## config.mk

```make
export PLATFORM = sky130hd
export DESIGN_NAME = supply_current_supervisor
export DESIGN_NICKNAME = d
export VERILOG_FILES = /design/src/hdl/scs_pkg.sv /design/src/hdl/scs_regs.sv /design/src/hdl/supply_current_supervisor.sv
export SDC_FILE = /design/constraint.sdc
export NUM_CORES = 1
export LEC_CHECK = 0
export ABC_AREA = 0
export BUFFER_PORTS_ARGS = -buffer_cell sky130_fd_sc_hd__buf_2
export CORE_ASPECT_RATIO = 0.5
export CORE_MARGIN = 2
export CORE_UTILIZATION = 55
export CTS_BUF_LIST = sky130_fd_sc_hd__clkbuf_8
export DETAILED_ROUTE_END_ITERATION = 7
export PLACE_DENSITY_LB_ADDON = 0.3
export SKIP_LAST_GASP = 1
export SYNTH_ARGS = -nofsm -noshare
export SYNTH_HDL_FRONTEND = slang
export SYNTH_SLANG_ARGS = --single-unit
```

## constraint.sdc

```tcl
create_clock -name clk -period 13.73 [get_ports clk]
set_clock_uncertainty 0.2 [all_clocks]
set_input_delay 2.0595 -clock clk [delete_from_list [all_inputs] [get_ports clk]]
set_output_delay 2.0595 -clock clk [all_outputs]
set_load 0.05 [all_outputs]
```

## src/hdl/scs_pkg.sv

```systemverilog
package scs_pkg;

	localparam int unsigned CFG_INDEX_BITS = 8;
	localparam int unsigned CFG_DATA_BITS  = 16;
	localparam int unsigned LIMIT_BITS     = 15;
	localparam int unsigned SPAN_BITS      = 16;

	localparam logic [CFG_INDEX_BITS-1:0] CFG_OVER_LIMIT = 8'd0;
	localparam logic [CFG_INDEX_BITS-1:0] CFG_LOW_LIMIT  = 8'd1;
	localparam logic [CFG_INDEX_BITS-1:0] CFG_BLANK_TIME = 8'd2;
	localparam logic [CFG_INDEX_BITS-1:0] CFG_LOW_TIME   = 8'd3;

	localparam logic [LIMIT_BITS-1:0] OVER_LIMIT_RST = 15'd1000;
	localparam logic [LIMIT_BITS-1:0] LOW_LIMIT_RST  = 15'd95;
	localparam logic [SPAN_BITS-1:0]  BLANK_TIME_RST = 16'd50;
	localparam logic [SPAN_BITS-1:0]  LOW_TIME_RST   = 16'd1000;

	localparam logic OP_MEASURE = 1'b0;
	localparam logic OP_CLOSE   = 1'b1;

	typedef struct packed {
		logic [LIMIT_BITS-1:0] over_limit;
		logic [LIMIT_BITS-1:0] low_limit;
		logic [SPAN_BITS-1:0]  blank_time;
		logic [SPAN_BITS-1:0]  low_time;
	} scs_cfg_t;

endpackage

```

## src/hdl/scs_regs.sv

```systemverilog
module scs_regs (
	input  logic                                 clk,
	input  logic                                 arst_n,
	input  logic                                 wr_en,
	input  logic [scs_pkg::CFG_INDEX_BITS-1:0]  wr_index,
	input  logic [scs_pkg::CFG_DATA_BITS-1:0]   wr_data,
	output scs_pkg::scs_cfg_t                    cfg
);

	scs_pkg::scs_cfg_t cfg_q;

	always_ff @(posedge clk or negedge arst_n) begin
		if (!arst_n) begin
			cfg_q.over_limit <= scs_pkg::OVER_LIMIT_RST;
			cfg_q.low_limit  <= scs_pkg::LOW_LIMIT_RST;
			cfg_q.blank_time <= scs_pkg::BLANK_TIME_RST;
			cfg_q.low_time   <= scs_pkg::LOW_TIME_RST;
		end else if (wr_en) begin
			unique case (wr_index)
				scs_pkg::CFG_OVER_LIMIT: cfg_q.over_limit <= wr_data[scs_pkg::LIMIT_BITS-1:0];
				scs_pkg::CFG_LOW_LIMIT:  cfg_q.low_limit  <= wr_data[scs_pkg::LIMIT_BITS-1:0];
				scs_pkg::CFG_BLANK_TIME: cfg_q.blank_time <= wr_data[scs_pkg::SPAN_BITS-1:0];
				scs_pkg::CFG_LOW_TIME:   cfg_q.low_time   <= wr_data[scs_pkg::SPAN_BITS-1:0];
				default: ;
			endcase
		end
	end

	assign cfg = cfg_q;

endmodule

```

## src/hdl/supply_current_supervisor.sv

```systemverilog
// Channel   Direction  Handshake             Payload
// item      in         item_valid/item_stall  operation, now_ms, sample
// result    out        result_valid/result_stall  switch_open, over_trip, under_trip,
//                                             blanking, reported_current
// cfg       in         cfg_valid/cfg_ready    cfg_index, cfg_data
//
// One request per clock while item_stall is low; each result is held in the result register.
// The supervisor state updates as a request moves from the input register to the
// result register, so back-to-back requests see each other's effect.
// arst_n resets the limits to their defaults and opens the switch.
// A stalled result holds the result register; item_stall rises only while the input
// register is full behind it. cfg_ready is always high.
module supply_current_supervisor #(
	parameter int unsigned TIME_BITS    = 32,
	parameter int unsigned CURRENT_BITS = 16
) (
	input  logic                                clk,
	input  logic                                arst_n,
	input  logic                                item_valid,
	output logic                                item_stall,
	input  logic                                operation,
	input  logic [TIME_BITS-1:0]                now_ms,
	input  logic signed [CURRENT_BITS-1:0]      sample,
	output logic                                result_valid,
	input  logic                                result_stall,
	output logic                                switch_open,
	output logic                                over_trip,
	output logic                                under_trip,
	output logic                                blanking,
	output logic signed [CURRENT_BITS-1:0]      reported_current,
	input  logic                                cfg_valid,
	output logic                                cfg_ready,
	input  logic [scs_pkg::CFG_INDEX_BITS-1:0]  cfg_index,
	input  logic [scs_pkg::CFG_DATA_BITS-1:0]   cfg_data
);

	localparam int unsigned CW =
		((CURRENT_BITS > scs_pkg::LIMIT_BITS) ? CURRENT_BITS : scs_pkg::LIMIT_BITS) + 1;

	scs_pkg::scs_cfg_t cfg;

	scs_regs u_regs (
		.clk      (clk),
		.arst_n   (arst_n),
		.wr_en    (cfg_valid && cfg_ready),
		.wr_index (cfg_index),
		.wr_data  (cfg_data),
		.cfg      (cfg)
	);

	assign cfg_ready = 1'b1;

	logic                          vld_s1;
	logic                          op_s1;
	logic [TIME_BITS-1:0]          now_s1;
	logic signed [CURRENT_BITS-1:0] sample_s1;

	logic                          vld_s2;
	logic                          open_s2;
	logic                          over_s2;
	logic                          under_s2;
	logic                          blank_s2;
	logic signed [CURRENT_BITS-1:0] rep_s2;

	logic                 open_q;
	logic [TIME_BITS-1:0] close_stamp_q;
	logic                 low_active_q;
	logic [TIME_BITS-1:0] low_stamp_q;

	logic advance;
	logic accept;

	assign advance    = vld_s1 && (!vld_s2 || !result_stall);
	assign item_stall = vld_s1 && vld_s2 && result_stall;
	assign accept     = item_valid && !item_stall;

	always_ff @(posedge clk or negedge arst_n) begin
		if (!arst_n) begin
			vld_s1 <= 1'b0;
		end else if (accept) begin
			vld_s1 <= 1'b1;
		end else if (advance) begin
			vld_s1 <= 1'b0;
		end
	end

	always_ff @(posedge clk) begin
		if (accept) begin
			op_s1     <= operation;
			now_s1    <= now_ms;
			sample_s1 <= sample;
		end
	end

	logic [TIME_BITS-1:0] since_close;
	logic [TIME_BITS-1:0] since_low;
	logic [TIME_BITS-1:0] blank_span;
	logic [TIME_BITS-1:0] low_span;
	logic                 win_old;
	logic signed [CW-1:0] cur_x;
	logic signed [CW-1:0] over_x;
	logic signed [CW-1:0] low_x;
	logic                 check;
	logic                 over_hit;
	logic                 low_hit;
	logic                 under_hit;
	logic                 blank_n;
	logic                 open_n;
	logic                 low_active_n;
	logic                 set_close;
	logic                 set_low;

	always_comb begin
		since_close  = now_s1 - close_stamp_q;
		since_low    = now_s1 - low_stamp_q;
		blank_span   = TIME_BITS'(cfg.blank_time);
		low_span     = TIME_BITS'(cfg.low_time);
		win_old      = !open_q && (since_close < blank_span);
		cur_x        = CW'(sample_s1);
		over_x       = signed'(CW'(cfg.over_limit));
		low_x        = signed'(CW'(cfg.low_limit));
		check        = 1'b0;
		over_hit     = 1'b0;
		low_hit      = 1'b0;
		under_hit    = 1'b0;
		blank_n      = win_old;
		open_n       = open_q;
		low_active_n = low_active_q;
		set_close    = 1'b0;
		set_low      = 1'b0;
		unique case (op_s1)
			scs_pkg::OP_CLOSE: begin
				if (open_q) begin
					open_n       = 1'b0;
					set_close    = 1'b1;
					low_active_n = 1'b0;
					blank_n      = (blank_span != '0);
				end
			end
			default: begin
				check     = !open_q && !win_old;
				over_hit  = check && (cur_x > over_x);
				low_hit   = check && !over_hit && (cur_x < low_x);
				under_hit = low_hit && low_active_q && (since_low >= low_span);
				set_low   = low_hit && !low_active_q;
				open_n    = open_q || over_hit || under_hit;
				if (low_hit) begin
					low_active_n = 1'b1;
				end else if (check && !over_hit) begin
					low_active_n = 1'b0;
				end
			end
		endcase
	end

	always_ff @(posedge clk or negedge arst_n) begin
		if (!arst_n) begin
			open_q        <= 1'b1;
			close_stamp_q <= '0;
			low_active_q  <= 1'b0;
			low_stamp_q   <= '0;
		end else if (advance) begin
			open_q       <= open_n;
			low_active_q <= low_active_n;
			if (set_close) begin
				close_stamp_q <= now_s1;
			end
			if (set_low) begin
				low_stamp_q <= now_s1;
			end
		end
	end

	always_ff @(posedge clk or negedge arst_n) begin
		if (!arst_n) begin
			vld_s2 <= 1'b0;
		end else if (advance) begin
			vld_s2 <= 1'b1;
		end else if (!result_stall) begin
			vld_s2 <= 1'b0;
		end
	end

	always_ff @(posedge clk) begin
		if (advance) begin
			open_s2  <= open_n;
			over_s2  <= over_hit;
			under_s2 <= under_hit;
			blank_s2 <= blank_n;
			rep_s2   <= blank_n ? '0 : sample_s1;
		end
	end

	assign result_valid     = vld_s2;
	assign switch_open      = open_s2;
	assign over_trip        = over_s2;
	assign under_trip       = under_s2;
	assign blanking         = blank_s2;
	assign reported_current = rep_s2;

	a_one_trip: assert property (@(posedge clk) disable iff (!arst_n)
		result_valid |-> !(over_trip && under_trip))
		else $error("both trip causes reported for one result");

	a_trip_opens: assert property (@(posedge clk) disable iff (!arst_n)
		(result_valid && (over_trip || under_trip)) |-> switch_open)
		else $error("trip reported with switch still closed");

	a_blank_zero: assert property (@(posedge clk) disable iff (!arst_n)
		(result_valid && blanking) |-> (!switch_open && reported_current == '0))
		else $error("blanking result with open switch or nonzero current");

	a_stall_cause: assert property (@(posedge clk) disable iff (!arst_n)
		item_stall |-> (result_valid && result_stall && vld_s1))
		else $error("input stalled without a blocked result");

	a_state_match: assert property (@(posedge clk) disable iff (!arst_n)
		$past(advance) |-> (switch_open == open_q))
		else $error("result switch state differs from supervisor state");

endmodule
```

---- Word level (Yosys, flattened, before mapping) ----
Cells that the tools add are included.
storage, ports and cells
  logic and storage cells ................. 76
  output and inout port bits .............. 23
  ROM bits ................................ 0
  bits of input ports ..................... 78
  flip-flop bits (word level) ............. 199
  bits in writable memories ............... 0
  memories kept ........................... 0
  bits in latches ......................... 0
cells by class
  mux-type cells .......................... 14
  multipliers ............................. 0
  shifts and indexed selects .............. 0
  $add $sub $neg .......................... 2
  bitwise gates (word level) .............. 0
  equality and inequality tests ........... 5
  $lt $le $gt $ge ......................... 4
  divide/modulo/power cells ............... 0
  reductions and logical operators ........ 33
operator list
  kind                                                    count
  subtractor 32 bit                                       2
  >= comparator 32 x 16 -> 1 bit                          1
  less-than comparator 32 x 16 -> 1 bit                   1
  == test 8 x 2 -> 1 bit (second input constant)          2
  > comparator 16 bit                                     1
  less-than comparator 16 bit                             1
  nonzero test 16 bit                                     1
  2-to-1 mux 1 bit                                        14
  logical AND 1 bit                                       12
  AND reduction 2 bit                                     6
  == test 8 x 1 -> 1 bit (second input constant)          1
  zero test 8 bit                                         1
  zero test 1 bit                                         7
  inequality test 2 x 1 -> 1 bit (second input constant)  2
  logical OR 1 bit                                        3
  AND reduction 3 bit                                     1
  nonzero test 3 bit                                      1
  nonzero test 2 bit                                      1

---- Depth between registers and ports, before layout ----
Gate-level depths: netlist of the first run.
  word-level depth ........................ 13
  mapped depth ............................ 21
  mapped depth without buffers ............ 20

---- By module ----
From an unflattened synthesis of the first run, not the netlist that was laid out.
second synthesis, totals
  cell total of the unflattened synthesis .. 1258
  area total of the unflattened synthesis .. 12710.9 µm²
modules (own cells, without submodules)
  module                     cells each  instances  area each (µm²)  sequential area each (µm²)
  supply_current_supervisor  1123        1          10286.1          3774.9
  scs_regs                   135         1          2424.8           1577.8

---- Least setup slack after synthesis of the first run ----
OpenSTA, ideal clock, no wires.
  kind .................................... register to register
  from .................................... reg now_s1[0]
  to ...................................... reg low_stamp_q[10]
  slack ................................... 8.901 ns
  setup time .............................. 0.125 ns
  cell stages (with the launch flop) ...... 22
  path buffers ............................ 1
  arrival ................................. 4.504 ns
  data required time ...................... 13.405 ns
  cell sequence ........................... edfxtp_1 > inv_1 > ha_1 > fa_1 > nand2b_1 > a21o_1 > a211oi_1 > o21ai_0 > nor2b_1 > xnor2_1 > ha_1 > a21oi_1 > a21boi_0 > a2111oi_0 > o211ai_1 > a221oi_1 > o2111ai_1 > nor4_4 > nand4_2 > nand4_4 > buf_12 > mux2_4
on the way
  cells in the longest elaborated chain, start to end .. 12
RTL lines
  item                                     line                              source
  from (decl)                              supply_current_supervisor.sv:55   logic [TIME_BITS-1:0] now_s1;
  from (signal assigned)                   supply_current_supervisor.sv:90   now_s1 <= now_ms;
  subtractor 32 bit *                      supply_current_supervisor.sv:114  since_close = now_s1 - close_stamp_q;
  less-than comparator 32 x 16 -> 1 bit *  supply_current_supervisor.sv:118  win_old = !open_q && (since_close < blank_span);
  logical AND 1 bit *                      supply_current_supervisor.sv:118
  zero test 1 bit *                        supply_current_supervisor.sv:141  check = !open_q && !win_old;
  logical AND 1 bit *                      supply_current_supervisor.sv:141
  logical AND 1 bit                        supply_current_supervisor.sv:142  over_hit = check && (cur_x > over_x);
  zero test 1 bit                          supply_current_supervisor.sv:143  low_hit = check && !over_hit && (cur_x < low_x);
  logical AND 1 bit * (2 in series)        supply_current_supervisor.sv:143
  logical AND 1 bit *                      supply_current_supervisor.sv:145  set_low = low_hit && !low_active_q;
  2-to-1 mux 1 bit *                       supply_current_supervisor.sv:131  unique case (op_s1)
  AND reduction 2 bit (no source line) *   -
  to (signal assigned)                     supply_current_supervisor.sv:169  low_stamp_q <= now_s1;
  to (decl)                                supply_current_supervisor.sv:68   logic [TIME_BITS-1:0] low_stamp_q;
Mark *: on every way between the ends. The rest lies on a longest branch, timed or not.
A chain may end at the register's enable or synchronous reset.

---- Final worst setup path of the first run ----
  from .................................... reg now_s1[0]
  to ...................................... reg low_stamp_q[0]
on the way
  cells in the longest elaborated chain, start to end .. 12
RTL lines
  item                                   line
  subtractor 32 bit                      supply_current_supervisor.sv:114
  less-than comparator 32 x 16 -> 1 bit  supply_current_supervisor.sv:118
  logical AND 1 bit                      supply_current_supervisor.sv:118
  zero test 1 bit                        supply_current_supervisor.sv:141
  logical AND 1 bit                      supply_current_supervisor.sv:141
  logical AND 1 bit                      supply_current_supervisor.sv:142
  zero test 1 bit                        supply_current_supervisor.sv:143
  logical AND 1 bit (2 in series)        supply_current_supervisor.sv:143
  logical AND 1 bit                      supply_current_supervisor.sv:145
  2-to-1 mux 1 bit                       supply_current_supervisor.sv:131
  AND reduction 2 bit (no source line)   -
Parallel ways exist; a longest one is shown, timed or not.

==> results of run 1 <==
==> routing by layer <==
metal  up-vias  global-route usage [%]  share of wire [%]
met5         -                       0                  0
met4         0                   6.443                1.3
met3        29                   4.781                5.7
met2       327                   42.52                 45
met1      4849                   38.09                 48
li1       4691                       -                  -
==> cells by family after synthesis <==
kind of cell	count (synthesis)	share of synthesized area, %
fa+ha+maj	124	12.25
other cells	1	0.02933
simple gates	312	12.45
compound gates	321	15.73
buf+inv	181	5.882
xor+xnor	48	3.288
flops	199	41.87
mux	87	8.505
==> sequential cells by signal, indices dropped and copies added (netlist names), 16 cells and up <==
| name | flops |
|---|---|
| close_stamp_q | 32 |
| low_stamp_q | 32 |
| now_s1 | 32 |
| reported_current | 16 |
| sample_s1 | 16 |
| u_regs.cfg | 62 |
==> cell type report <==
type | instances | area share, %
Inverter | 140 | 3.774
Clock inverter | 15 | 1.483
Timing Repair Buffer | 103 | 3.792
Tap cell | 307 | 2.759
Sequential cell | 199 | 38.44
Multi-Input combinational cell | 893 | 48.07
Clock buffer | 17 | 1.680
==> stage by stage <==
| stage | cells | setup WS (ns) | power (W) | hold slack, ns |
|---|---|---|---|---|
| 2_1_floorplan | 1273 | 8.901 | 0.002039 | 0.2574 |
| 3_3_place_gp | 1642 | 8.049 | 0.002377 | 0.2642 |
| 3_5_place_dp | 1642 | 7.919 | 0.002430 | 0.2930 |
| 4_1_cts | 1674 | 7.874 | 0.002856 | 0.3187 |
| 5_1_grt | 1674 | 7.441 | 0.003102 | 0.3239 |
| 6_report | 1674 | 7.858 | 0.002874 | 0.3172 |
==> cell usage in the layout, fill, tap and decap left out, types with 21 or more instances in the layout <==
cell,count
sky130_fd_sc_hd__o21ai_0,99
sky130_fd_sc_hd__mux2_4,30
sky130_fd_sc_hd__buf_2,98
sky130_fd_sc_hd__xnor2_1,35
sky130_fd_sc_hd__dfstp_2,22
sky130_fd_sc_hd__a21o_1,38
sky130_fd_sc_hd__nand4_1,23
sky130_fd_sc_hd__nor2_1,52
sky130_fd_sc_hd__ha_1,122
sky130_fd_sc_hd__mux2_2,53
sky130_fd_sc_hd__and2_1,22
sky130_fd_sc_hd__a21oi_1,79
sky130_fd_sc_hd__edfxtp_1,69
sky130_fd_sc_hd__dfrtp_1,108
sky130_fd_sc_hd__inv_1,140
sky130_fd_sc_hd__nor3_1,21
sky130_fd_sc_hd__nand2_1,109
==> synth_stat cells (all sizes together), types with 4 or more instances <==
cell       n
mux2      83
o21a      12
inv      140
a21o      38
o21ai    103
nor3      21
xor2      13
buf       10
a31oi     15
a211o      5
nand2    109
nor4      11
clkbuf    31
nor2      53
a211oi    12
a41oi      4
nand4     25
dfrtp    108
and2      23
edfxtp    69
nand3     17
mux2i      4
or3       10
o2111ai    5
xnor2     35
nor2b      9
o211ai     8
o221ai     5
and4       4
nand2b    13
ha       122
a21oi     83
dfstp     22
o21bai     5
==> power by group through the flow <==
stage	logic, W	clock network, W	registers (W)
6_report	0.00166	0.000412	0.000804
5_1_grt	0.00184	0.000442	0.000817
4_1_cts	0.00163	0.000421	0.000804
3_5_place_dp	0.00162	0	0.000815
3_3_place_gp	0.00157	0	0.000810
2_1_floorplan	0.00122	0	0.000814
==> final timing paths <==
path | end | cells after the start
setup / recovery | low_stamp_q[0]$_DFFE_PN0P_ | 20
hold / removal | u_regs.cfg[39]$_DFFE_PN0P_ | 1
setup reg to reg | low_stamp_q[0]$_DFFE_PN0P_ | 20
hold reg to reg | u_regs.cfg[39]$_DFFE_PN0P_ | 1
max in group asynchronous | u_regs.cfg[39]$_DFFE_PN0P_ | 2
min in group asynchronous | low_stamp_q[20]$_DFFE_PN0P_ | 1
==> run metrics, run 1 <==
result of the run=complete, no violations; Storage cell area=0.005353 mm2; count of buffering cells on the critical path with inverters included=1; sequential fraction of design power=28.0%; Die Area=0.02456 mm2; Min Clock Period, post-route=5.872 ns; via count normalized by instance count=5.912; Largest stage delay, worst path=between 0.6 and 0.7 ns; element type at the critical path start=flop; area share of the largest cell type after synthesis=21.14%; final core utilization=about three fifths; Worst setup EP type=flop; summed area of non-filler cells in the final layout=0.01392 mm2; H-tree depth=4; DR vias=about 9900; layout cells sized above 1=19.53%; maximum clock frequency=between 150 and 200 MHz; switching portion of total power=roughly 45%; share of the cycle needed by the critical path after routing=42.76%; Net Sw Power=0.001297 W; die height=approximately 110 um; number of distinct library cells after synthesis=72; slew at the pin closest to its max-slew limit=1.046 ns; Synthesis Warnings=0; largest area contributor in the netlist=sky130_fd_sc_hd__dfrtp_1; Clk network pwr share=approximately 14%; number of detailed-routing iterations run before antenna repair=5; top flip-flop cell by instance count after synthesis=sky130_fd_sc_hd__dfrtp_1; power density of the placed cells=206.4 mW/mm2; antenna diode instance count=0; final number of max-transition violations=0; # fillers=1907; Setup TNS=0 ns; aggregate global-route resource usage=26.72%; max-capacitance violation count=0; internal power component=0.001577 W; Pleak=6.359 nW; CP max stage cell=sky130_fd_sc_hd__nand4_4; number of top-level pins=approximately 100; clock transition at the registers of the reported paths=approximately 0.12 ns; Avg Synthesized Cell Area=~10 um2; total detailed-routing wirelength=31.71 mm; Post CTS Setup Buffer Count=0; cell family contributing the most delay on the critical path=compound AO/OA/AOI/OAI gates; Final nets=1556; combinational share of power=57.7%; Port Buf Inserts=99; overflow left after global routing=0; CP Data Required Time=13.94 ns; RSZ-0062 raised after global routing=false; weighted congestion at the end of routability-driven global placement=between 0.9 and 1; class of the tightest hold or removal check=flop to flop; Arrival @ worst endpoint=between 6 and 7 ns; proportion of register bits with asynchronous set or reset after synthesis=65.33%; vias in the first global route=9987; DR DRC count=0; initial cell density of the core=55.98%; cell seen most often among critical-path stages=sky130_fd_sc_hd__ha_1; Placement Rows=39; worst-path fanout max=32; worst vdd rail ir drop=0.08173 mV; Multi-input gate area=0.006694 mm2; clock root buffer master=sky130_fd_sc_hd__clkbuf_8; number of antenna violations at the first check in global routing=0; Post-Syn Area=0.01278 mm2; register bit total from synthesis=199; EDFF count, synth=slightly below 70; core region area=0.02284 mm2; source-to-sink clock delay at the later pin of the worst-skew pair=0.51 ns; number of gates resized after CTS=0; final routed wire length divided by cell count=18.94 um; TritonCTS clock tree=built; Final Hold Fails=0; sequential area share after synthesis=41.87%; Post-Syn Instances=1273; pin count of the biggest net entering global routing=73; Worst slew margin=30.27%; global-route wire length before repair=around 51 mm; total half-perimeter wirelength after legalization and detailed placement=23.78 mm; register-to-register setup slack=7.86 ns; largest cells by area after synthesis=sky130_fd_sc_hd__dfrtp_1 21%, sky130_fd_sc_hd__edfxtp_1 16%, sky130_fd_sc_hd__ha_1 12%; list of cells traversed by the critical path=inv_1, ha_1, fa_1, nand2b_1, a21o_1, a211oi_1, o21ai_0, nor2b_1, xnor2_1, ha_1, a21oi_1, a21boi_0, a2111oi_0, o211ai_1, a221oi_1, o2111ai_1, nor4_4, nand4_2, nand4_4, mux2_2; Die X-Extent=219.6 um; final-report setup violation count=0; CP Launch Point=now_s1[0]$_DFFE_PP_; Detail Route Antenna Nets=0; critical path class=flop to flop; count of hold-fix buffers inserted at cts=0; synthesized netlist net count=1475; clock sinks=between 150 and 200; synthesis-to-finish area growth=8.916%; Max Buffers Root-to-Sink=2; First DRT Iteration DRCs=~800; dpl cell area=0.01348 mm2; hold path startpoint=u_regs.cfg[39]$_DFFE_PN0P_; TritonCTS Buffers=17; worst r2r src=now_s1[0]$_DFFE_PP_
Power figures use the tool's default switching activity.
==> run 2: changes to the inputs <==
- ABC_AREA: 0 -> 1
- clock period: 13.73 -> 5 ns (I/O delays scaled with it)
==> run metrics, run 2 <==
global-route wire length before repair=between 50 and 60 mm; result of the run=complete, no violations; proportion of register bits with asynchronous set or reset after synthesis=65.33%; power density of the placed cells=approximately 530 mW/mm2; Largest stage delay, worst path=0.49 ns; H-tree depth=4; pin count of the biggest net entering global routing=91; number of gates resized after CTS=0; layout cells sized above 1=9.110%; CP max stage cell=sky130_fd_sc_hd__edfxtp_1; die height=about 110 um; Arrival @ worst endpoint=4.11 ns; pre-CTS setup slack=between 0.9 and 1 ns; PnR worst setup slack=0.9368 ns; class of the tightest hold or removal check=input pin to asynchronous set/reset pin; Post-Syn Area=0.01352 mm2; largest cells by area after synthesis=sky130_fd_sc_hd__dfrtp_1 20%, sky130_fd_sc_hd__nand2_1 16%, sky130_fd_sc_hd__edfxtp_1 15%; source-to-sink clock delay at the later pin of the worst-skew pair=0.50 ns; most instantiated library cell after synthesis=sky130_fd_sc_hd__nand2_1; total detailed-routing wirelength=34.38 mm; number of detailed-routing iterations run before antenna repair=6; Worst setup EP type=flop; Post CTS Setup Buffer Count=0; area share of the largest cell type after synthesis=between 15 and 20%; sequential area share after synthesis=39.60%; clock transition at the registers of the reported paths=approximately 0.1 ns; count of placed standard cells including taps=~2300; RSZ-0062 raised after global routing=false; number of top-level pins=101; core region area=around 0.024 mm2; final std cells w/o fill=~2300; via count normalized by instance count=approximately 5.2; Placement Rows=40; cell family contributing the most delay on the critical path=simple AND/OR/NAND/NOR gates; Setup TNS=0 ns; Die X-Extent=225.7 um; Avg Synthesized Cell Area=7.323 um2; vias in the first global route=around 11000; slew at the pin closest to its max-slew limit=1.179 ns; Post-Syn Instances=1846; synthesized netlist net count=roughly 2000; CP Data Required Time=between 5 and 6 ns; worst r2r src=now_s1[1]$_DFFE_PP_; # fillers=~2200; antenna diode instance count=0; largest area contributor in the netlist=sky130_fd_sc_hd__dfrtp_1; Pleak=7.734 nW; TritonCTS Buffers=17; Final Hold Fails=0; total half-perimeter wirelength after legalization and detailed placement=~27 mm; cell types with the highest counts after synthesis=560 x sky130_fd_sc_hd__nand2_1, 353 x sky130_fd_sc_hd__inv_1, 159 x sky130_fd_sc_hd__nor2_1; initial cell density of the core=56.15%; list of cells traversed by the critical path=inv_1, fa_1, inv_1, nand3_1, nand2_2, nand2_1, nand2_1, nand2_1, nand2_1, xor2_1, ha_1, nand2_1, nor2_1, a211oi_1, nand2_1, nor2_1, nand2_1, nor2_1, nand2_1, nor2_2, nand3_4, a21oi_4, nor2_1; number of distinct library cells after synthesis=between 40 and 50; synthesis-to-finish area growth=9.126%; final routed wire length divided by cell count=15.01 um; count of buffering cells on the critical path with inverters included=2; TritonCTS clock tree=built; weighted congestion at the end of routability-driven global placement=0.9578; count of hold-fix buffers inserted at cts=0; EDFF count, synth=69; DR DRC count=0; DR vias=11900; element type at the critical path start=flop; Final nets=2143; number of antenna violations at the first check in global routing=0; CP Launch Point=now_s1[1]$_DFFE_PP_; number of flip-flops in the largest register=62; most frequent cells in the layout=560 x sky130_fd_sc_hd__nand2_1, 353 x sky130_fd_sc_hd__inv_1, 157 x sky130_fd_sc_hd__nor2_1; First DRT Iteration DRCs=1071; final number of max-transition violations=0; Die Area=about 0.026 mm2; Worst slew margin=around a fifth; overflow left after global routing=0; Synthesis Warnings=0; maximum clock frequency=approximately 250 MHz; Port Buf Inserts=99; critical path class=flop to flop; cell seen most often among critical-path stages=sky130_fd_sc_hd__nand2_1; aggregate global-route resource usage=around 28%; worst vdd rail ir drop=0.2560 mV; Detail Route Antenna Nets=0; share of the cycle needed by the critical path after routing=81.26%; max-capacitance violation count=0; clock sinks=slightly below 200; worst-path fanout max=17; Min Clock Period, post-route=4.063 ns; clock root buffer master=sky130_fd_sc_hd__clkbuf_8; Max Buffers Root-to-Sink=2; register bit total from synthesis=199; final-report setup violation count=0; most common cell after layout, fill and taps aside=sky130_fd_sc_hd__nand2_1; top flip-flop cell by instance count after synthesis=sky130_fd_sc_hd__dfrtp_1
-- run 2: changes by cell type after synthesis, moves of 30 or more --
| cell | before | now |
|---|---|---|
| sky130_fd_sc_hd__xnor2_1 | 35 | 5 |
| sky130_fd_sc_hd__a21o_1 | 38 | 5 |
| sky130_fd_sc_hd__inv_1 | 140 | 353 |
| sky130_fd_sc_hd__mux2_4 | 30 | 0 |
| sky130_fd_sc_hd__mux2_2 | 53 | 1 |
| sky130_fd_sc_hd__nand3_1 | 17 | 102 |
| sky130_fd_sc_hd__nor2_1 | 53 | 159 |
| sky130_fd_sc_hd__nand2_1 | 109 | 560 |
-- run 2: layer usage --
layer	track usage, %	wire (um)	up-vias
li1	-	-	6006
met1	40.75	16710	5494
met2	43.49	15060	362
met3	4.472	2162	34
met4	6.755	448	0
met5	0	0	-
-- run 2: logic make-up after synthesis --
logic type | after synthesis | synth area share [%]
buffers and inverters | 386 | 11.00
XOR/XNOR | 32 | 2.073
other | 1 | 0.02774
AND/OR/NAND/NOR | 881 | 26.90
flip-flops | 199 | 39.60
multiplexers | 1 | 0.08330
adder cells (fa/ha/maj) | 124 | 11.59
AO/OA/AOI/OAI | 222 | 8.738
-- run 2: where the power goes --
part           switching (W)  internal [W]  total, W
logic                0.00293       0.00158   0.00451
registers           0.000175       0.00205   0.00223
clock network       0.000634      0.000433   0.00107
total                0.00374       0.00407   0.00781
-- run 2: final timing paths --
kind | to | slack (ns) | cells after the start
max | reported_current[10]$_SDFFCE_PP0P_ | 0.94 | 23
min | u_regs.cfg[47]$_DFFE_PN0P_ | 0.10 | 1
max reg2reg | reported_current[10]$_SDFFCE_PP0P_ | 0.94 | 23
min reg2reg | low_stamp_q[28]$_DFFE_PN0P_ | 0.28 | 2
max in group asynchronous | low_stamp_q[23]$_DFFE_PN0P_ | 3.37 | 2
min in group clk | sample_s1[7]$_DFFE_PP_ | 0.21 | 1
-- run 2: through the flow --
step | power (W) | cell area [um2] | hold WS, ns | util, %
floorplan | 0.005569 | 13520 | 0.2340 | -
global placement | 0.006601 | 14350 | 0.2529 | 59.62
detailed placement | 0.006678 | 14350 | 0.2589 | 59.62
CTS | 0.007762 | 14750 | 0.1343 | 61.28
global route | 0.008568 | 14750 | 0.1544 | 61.28
finish | 0.007808 | 14750 | 0.1046 | 61.28
-- run 2: area by class of cell --
class | count | area (um2) | share of cell area (%)
well taps | 336 | 420.4 | 2.850
repair buffers | 106 | 554.3 | 3.757
multi-input cells | 1261 | 6689 | 45.34
clock buffers | 18 | 247.7 | 1.679
flip-flops and latches | 199 | 5353 | 36.29
clock inverters | 14 | 151.4 | 1.026
inverters | 356 | 1336 | 9.059
